$ cat src/hw/rtl/kpdb_pkg.sv
// ----------------------------------------------------------------------------
// kpdb_pkg
// Shared types and codes for the per-key press debounce filter.
// ----------------------------------------------------------------------------
package kpdb_pkg;

	localparam logic [4:0]         TYPE_SYNC      = 5'd0;
	localparam logic [4:0]         TYPE_KEY       = 5'd1;
	localparam logic [15:0]        SYNC_REPORT    = 16'd0;
	localparam logic [15:0]        SYNC_OVERFLOW  = 16'd3;
	localparam logic signed [31:0] KEY_UP         = 32'sd0;
	localparam logic signed [31:0] KEY_DOWN       = 32'sd1;
	localparam logic [15:0]        DEBOUNCE_RESET = 16'd75;

	// Outcome of one event, handed from the decision logic to the pipeline.
	typedef struct packed {
		logic fwd;       // event is passed on
		logic resync;    // drop mode ends on this event
		logic drop_nxt;  // drop mode after this event
		logic wr_en;     // key entry is updated
		logic wr_set;    // new press-valid bit of the entry
	} kpdb_decision_t;

endpackage

$ cat src/hw/rtl/kpdb_decide.sv
// ----------------------------------------------------------------------------
// kpdb_decide
// Per-event decision: drop mode, overflow and report handling, and the
// debounce test of a key-down against the key's last accepted press.
// ----------------------------------------------------------------------------
module kpdb_decide #(
	parameter int NUM_KEYS  = 768,
	parameter int TIME_BITS = 32
) (
	input  logic                    dropping,
	input  logic [4:0]              ev_type,
	input  logic [15:0]             ev_code,
	input  logic signed [31:0]      ev_value,
	input  logic [TIME_BITS-1:0]    now,
	input  logic                    entry_valid,
	input  logic [TIME_BITS-1:0]    entry_time,
	input  logic [15:0]             debounce,
	output kpdb_pkg::kpdb_decision_t dec
);

	logic [TIME_BITS-1:0] elapsed;
	logic                 in_range;
	logic                 too_soon;
	logic                 is_sync;

	assign elapsed  = now - entry_time;
	assign in_range = ev_code < 16'(NUM_KEYS);
	assign too_soon = entry_valid && (elapsed < TIME_BITS'(debounce));
	assign is_sync  = ev_type == kpdb_pkg::TYPE_SYNC;

	always_comb begin
		dec          = '0;
		dec.fwd      = 1'b1;
		dec.drop_nxt = dropping;
		priority if (dropping) begin
			dec.fwd = 1'b0;
			if (is_sync && ev_code == kpdb_pkg::SYNC_REPORT) begin
				dec.drop_nxt = 1'b0;
				dec.resync   = 1'b1;
			end
		end else if (is_sync && ev_code == kpdb_pkg::SYNC_OVERFLOW) begin
			dec.drop_nxt = 1'b1;
			dec.fwd      = 1'b0;
		end else if (ev_type == kpdb_pkg::TYPE_KEY) begin
			priority if (ev_value == kpdb_pkg::KEY_DOWN) begin
				if (in_range) begin
					if (too_soon) begin
						dec.fwd = 1'b0;
					end else begin
						dec.wr_en  = 1'b1;
						dec.wr_set = 1'b1;
					end
				end
			end else if (ev_value == kpdb_pkg::KEY_UP && in_range) begin
				dec.wr_en = 1'b1;
			end else begin
				dec.wr_en = 1'b0;
			end
		end else begin
			dec.fwd = 1'b1;
		end
	end

endmodule

$ cat config.mk
export PLATFORM = sky130hd
export DESIGN_NAME = kpdb_decide
export DESIGN_NICKNAME = d
export VERILOG_FILES = /design/src/hw/rtl/kpdb_pkg.sv /design/src/hw/rtl/kpdb_decide.sv
export SDC_FILE = /design/constraint.sdc
export NUM_CORES = 1
export LEC_CHECK = 0
export BUFFER_PORTS_ARGS = -buffer_cell sky130_fd_sc_hd__buf_2
export CORE_MARGIN = 1.5
export CORE_UTILIZATION = 43
export DETAILED_ROUTE_END_ITERATION = 8
export GPL_TIMING_DRIVEN = 0
export PLACE_DENSITY = 0.87
export SYNTH_ARGS = -nofsm -noshare
export SYNTH_HDL_FRONTEND = slang
export SYNTH_SLANG_ARGS = --single-unit
$ cat constraint.sdc
create_clock -name vclk -period 3.29
set_input_delay 0.1645 -clock vclk [all_inputs]
set_output_delay 0.1645 -clock vclk [all_outputs]
set_load 0.03 [all_outputs]
=== After elaboration in Yosys (flattened, before gate mapping) ===
Cells that the tools add are included.

* Logic and storage cells: 31
* Output and inout bits: 5
* Input bits: 135
* Bits in registers: 0

* Equality and inequality tests: 3
* Muxes and demuxes: 18
* $add $sub $neg: 1
* Order comparisons: 2
* Reduce and logical (&&, ||, !) cells: 7

{| class="wikitable"
|+ Operator list
! cell !! number
|-
| equality test 32 x 2 -> 1 bit (second input constant) || 1
|-
| zero test 32 bit || 1
|-
| < comparator 32 x 16 -> 1 bit || 1
|-
| subtractor 32 bit || 1
|-
| equality test 16 x 2 -> 1 bit (second input constant) || 1
|-
| zero test 16 bit || 1
|-
| < comparator 16 x 10 -> 1 bit (second input constant) || 1
|-
| 2-to-1 mux 1 bit || 12
|-
| 2-to-1 mux 2 bit || 6
|-
| equality test 5 x 1 -> 1 bit (second input constant) || 1
|-
| zero test 5 bit || 1
|-
| logical AND 1 bit || 4
|}

=== Logic depth before layout (Yosys ltp) ===
Gate-level depths: netlist (run 1).

* Word-level depth: 9
* Gate-level depth with buffers: 19
* Depth with buffers taken out: 18

=== Worst setup path after synthesis (run 1) ===
Ideal clock, no wire load.

* Kind: in2out
* Start: in now[0]
* End: out dec[4] (netlist bit)
* Path buffers: 0
* Data required time: 3.125 ns
* Path slack: -0.369 ns
* Cell stages on the path: 18
* Data arrival time: 3.495 ns
* Cell sequence: inv_1 > ha_1 > fa_1 > nand2b_1 > a21oi_1 > o31a_1 > o21a_1 > nor2_1 > xnor2_1 > ha_1 > a21o_1 > a21oi_1 > o221ai_1 > a2111oi_0 > o21ai_0 > nor4_1 > and4_1 > a41oi_1

{| class="wikitable"
|+ RTL lines
! element !! line !! text
|-
| start: declaration || kpdb_decide.sv:14 || <nowiki>input logic [TIME_BITS-1:0] now,</nowiki>
|-
| end: declaration || kpdb_decide.sv:18 || <nowiki>output kpdb_pkg::kpdb_decision_t dec</nowiki>
|}

==> metrics, run 1 <==
Area Overhead vs Synth=51.60%; vias in the first global route=3217; Tmin final=4003 ps; first-pass GRT wire length=between 10 and 15 mm; Post-Synth Simple-Gate Area=25.07%; die width=80.46 um; Core ar.=just under 0.006 sq mm; Final Hold Violating Endpoints=0; most frequent cells in the layout=136 x buf_2, 51 x inv_1, 36 x ha_1; row count=28; critical path class=in2out; status=finished with violations; Worst slew margin=between 50% and 60%; failing checks=setup timing; die area=0.006474 sq mm; main combinational cell family by area after synthesis=compound AO/OA/AOI/OAI gates; sequential area share after synthesis=0%; Mapped Cells=391; global placer's final weighted congestion=roughly 0.92; I/O pin count=140; CP Launch Type=input port; Distinct cells, synth=58; antenna-violating nets left=0; # nets final=roughly 730; largest net degree at the start of global routing=11; share of cells above drive strength 1=between 30% and 40%; Maximum Capacitance Violations=0; sequential cells=0; Hold Startpoint=ev_value[0]; post-route setup slack=-713.1 ps; Synth warnings=0; fin. max-slew vios=0; top-area cell type share of the netlist area=22.31%; Die Y=80.46 um; Post-Synth XOR/XNOR Area=8.826%; Post-DP HPWL=6.973 mm; DRC violations left=0; worst slew pin tran=698.4 ps; Synth area leader=ha_1; CP required=3130 ps; Area contributors post-synth=ha_1 22%, inv_1 7.9%, a21oi_1 7.4%; Mapped Area=0.002580 sq mm; Syn Nets=~570; Worst setup EP type=primary output; clock buffers=0; Hold Path Class=in2out; hold slack=a little under 700 ps; Initial DRC Count=199; FF+latch area=0 sq um; maximum VDD drop=98.73 uV; initial antenna violation count=0; WL per Instance=approximately 15 um; Via Count=3603; initial core utilization=44.10%; Via density=slightly below 6; cts hold-fix bufs=0; antenna cell count=0; overall power=0.7593 mW; Hold Crit Depth=3; Max Fclk=about 0.25 GHz; GRT Total Usage=about a quarter; Hold EP=dec[1]; Power Dens Cells=between 150 and 200 mW/mm^2; adder-cell share of the synthesized area=a little under a quarter; Tcrit/Tclk final=121.7%; syn_area_per_cell=6.598 sq um; drt total wl=9.241 mm; Worst EP arrival=3840 ps; commonest non-fill, non-tap cell in the layout=buf_2; Initial DRT Pass Iterations=5; RSZ-0062 raised after global routing=yes; Congestion Overflow GR=0; P_leak=1.958 nW; FILL cells=494; final setup vio count=3; Port Buffers=140; Setup crit start=entry_time[7]; mux cell area share after synthesis=0.7759%; post-synthesis compound-gate area fraction=between 30% and 40%; CP Max Fanout=4
[where the power goes]
| part | switching, mW | total, mW | internal [mW] |
|---|---|---|---|
| Clock | 0 | 0 | 0 |
| Sequential | 0 | 0 | 0 |
| Combinational | 0.406 | 0.759 | 0.353 |
| Total | 0.406 | 0.759 | 0.353 |
[worst max-delay path by stage]
stage,end,cells past startpoint,slack [ps]
final,dec[4],20,-710
after global routing,dec[4],20,-800
after CTS,dec[4],19,-660
after detailed placement,dec[4],20,-1070
after global placement,dec[4],20,-970
after floorplan,dec[4],18,-100
[final cells by class]
class | count | area [sq um] | area share [%]
repair buffers | 157 | 885.9 | 22.65
multi-input cells | 325 | 2641 | 67.53
well taps | 75 | 93.84 | 2.399
inverters | 54 | 215.2 | 5.502
plain buffers | 12 | 75.07 | 1.919
[repair_timing]
item / 4_1_cts / 5_1_grt
pin swaps: 31 / 26
gates resized for setup: 42 / 25
buffers inserted: 11 / 7
setup endpoints to repair: 3 / 3
endpoints found under the hold margin: 0 / 0
[layer usage]
layer | vias up | global-route usage, % | part of all wire [%]
li1 | 1744 | - | -
met1 | 1638 | 32.64 | 41
met2 | 192 | 47.48 | 50
met3 | 29 | 1.364 | 6.8
met4 | 0 | 5.517 | 2.5
met5 | - | 0 | 0
[cell usage after synthesis, drive strengths merged, types with 6 or more instances]
cell,instances
nand4,9
a21oi,39
o21ai,21
nand3,13
ha,46
nor3,9
inv,54
nor2b,6
a31oi,8
nor4,15
xnor2,18
a21o,12
nor2,27
xor2,8
o21a,7
nand2,31
buf,8
[per-stage QoR]
step                      instances  worst slack, ps  util [%]  instance area [sq um]  setup TNS [ps]
after floorplan                 391           -95.52         -                   2681          -190.4
after global placement          606           -973.9     59.41                   3476           -2827
after detailed placement        606            -1071     59.41                   3476           -3117
after CTS                       617           -662.3     64.07                   3749           -1838
after global routing            623           -802.4     66.85                   3911           -2281
final                           623           -713.1     66.85                   3911           -2017
[cell families (layout without fill, tap and decap cells)]
kind of cell               Yosys count  after routing
muxes                                2              2
xor gates and xnor gates            26             26
buffers and inverters               66            223
adders and majority gates           47             47
and+or+nand+nor                    127            127
AOI/OAI and AO/OA                  123            123
[critical path: stages]
cell       delay, ps
buf_2             90
inv_1             50
ha_1             300
buf_6            120
nand4_4          140
or3_1            350
a21o_1           190
nand2_1           70
nor2_1            50
xnor2_1          210
ha_1             300
buf_4            140
nand4_1          170
a2111oi_4         90
a2111oi_2        390
o21ai_1          150
nor4_2           210
and4_4           330
a41oi_4          120
buf_6            190
Note: power is estimated with default switching activity, not from simulation.
==> run 2, diff against run 1 <==
PLACE_DENSITY = default   (was 0.87)
PLACE_DENSITY_LB_ADDON = 0.3   (was default)
SETUP_SLACK_MARGIN = 0.02   (was default)
==> run 2 against run 1 <==
  * The flow still finishes with violations (setup timing)
  * Fmax up 4.0%
  * Sequential share of layout area unchanged
  * Die area unchanged
  * First-iteration DRC count down 53%
  * Non-clock buffer count up 3
  * Combinational power about the same
  * Total power up 0.40%
  * Critical path depth down 1
  * Via count down 3.7%
  * Final area up 1.5%
  * Worst setup slack better by 150 ps
  * Critical path type unchanged
==> metrics, run 2 (same netlist as run 1, synthesis figures left out) <==
status=finished with violations; failing checks=setup timing; Core ar.=0.005851 sq mm (unchanged); share of cells above drive strength 1=39.93% (+0.69 points); initial core utilization=44.10% (unchanged); global placer's final weighted congestion=0.8644 (-6.1%); RSZ-0062 raised after global routing=yes; Worst slew margin=47.48% (-5.5 points); Tcrit/Tclk final=117.0% (-4.7 points); Multi-input gate area=0.002673 sq mm (+1.2%); Die Y=80.46 um (unchanged); Via Count=3469 (-3.7%); P_leak=1.979 nW (+1.0%); FF+latch area=0 sq um (unchanged); Max Fclk=0.2598 GHz (+4.0%); Worst EP arrival=3680 ps (-160 ps); antenna cell count=0 (unchanged); Maximum Capacitance Violations=0 (unchanged); FILL cells=513 (+3.8%); Tmin final=3849 ps (-153.6 ps); commonest non-fill, non-tap cell in the layout=buf_2; Hold Path Class=in2out; Final Hold Violating Endpoints=0 (unchanged); initial antenna violation count=0 (unchanged); Area Overhead vs Synth=53.88%; TNS Setup=-1545 ps (+472.8 ps); row count=28 (unchanged); drt total wl=8.734 mm (-5.5%); overall power=0.7623 mW (+0.40%); die width=80.46 um (unchanged); Layout Cells excl Fill=626 (+0.48%); CP Launch Type=input port; final setup vio count=3 (unchanged); Via density=5.542 (-4.2%); Initial DRT Pass Iterations=4 (-1); DRC violations left=0 (unchanged); hold slack=706.1 ps (+10.30 ps); sequential cells=0 (unchanged); Port Buffers=140 (unchanged); first-pass GRT wire length=13.03 mm (-5.2%); Initial DRC Count=94 (-53%); most frequent cells in the layout=136 x buf_2, 52 x inv_1, 36 x ha_1; vias in the first global route=3143 (-2.3%); Power Dens Cells=192.0 mW/mm^2 (-1.1%); maximum VDD drop=97.94 uV (-0.80%); Congestion Overflow GR=0 (unchanged); largest net degree at the start of global routing=11 (unchanged); WL per Instance=13.95 um (-5.9%); antenna-violating nets left=0 (unchanged); I/O pin count=140 (unchanged); die area=0.006474 sq mm (unchanged); CP required=3130 ps (about the same); CP Max Fanout=3 (-1); Worst setup EP type=primary output; Post-Place Cells=606 (unchanged); # nets final=735 (+0.41%); Post-DP HPWL=6.687 mm (-4.1%); clock buffers=0 (unchanged); critical path class=in2out; post-route setup slack=-559.5 ps (+153.6 ps); fin. max-slew vios=0 (unchanged); worst slew pin tran=780.6 ps (+82.23 ps); utilization after layout=67.86% (+1.0 points); GRT Total Usage=24.31% (-1.5 points)
[run 2: cell types whose count changed in the layout (fill, tap and decap cells not counted), moves of 2 or more]
cell,previous run,this run
a21oi_1,35,32
nand2_2,2,0
buf_6,10,12
a21oi_2,2,5
[run 2: metal layers]
layer  share of wire [%]  global-route usage [%]  vias to the layer above
met2                  52                   48.07                      126
li1                    -                       -                     1757
met1                  40                   28.17                     1575
met3                 6.3                   1.818                       11
met5                   0                       0                        -
met4                 1.5                   4.310                        0
[run 2: per-stage QoR]
stage	setup WS [ps]	area, sq um
6_report	-559.5	3970
5_1_grt	-697.6	3970
4_1_cts	-568.4	3839
3_5_place_dp	-1027	3476
3_3_place_gp	-916.7	3476
2_1_floorplan	-95.52	2681
[run 2: final cells by class]
| type | count | share of cell area, % |
|---|---|---|
| Buffer | 12 | 2.080 |
| Timing Repair Buffer | 160 | 22.88 |
| Tap cell | 75 | 2.364 |
| Inverter | 54 | 5.358 |
| Multi-Input combinational cell | 325 | 67.32 |
[run 2: worst max-delay path, stage by stage]
cell	delay [ps]
buf_2	110
ha_1	280
nor2b_4	140
o2111ai_4	230
a21oi_2	100
nor2b_2	180
o21ai_2	80
xor2_1	160
ha_1	310
a21o_1	170
a21o_1	180
a21oi_2	150
o221ai_2	150
a2111oi_4	330
o21ai_1	140
nor4_2	180
and4_4	320
a41oi_4	120
buf_6	190
[run 2: what timing repair did]
item                                    CTS  global route
endpoints found under the setup margin    3             3
buffers inserted                         15             5
gates resized for setup                  53            14
hold buffers                              0             0
pin swaps                                26            14
[run 2: path summary, 6_finish.rpt]
path	start	end	slack, ps	depth (start not counted)
min	ev_value[0]	dec[1]	710	3
max	now[1]	dec[4]	-560	19
[run 2: power by group]
| group | internal (mW) | switching, mW |
|---|---|---|
| registers | 0 | 0 |
| clock network | 0 | 0 |
| logic | 0.361 | 0.401 |
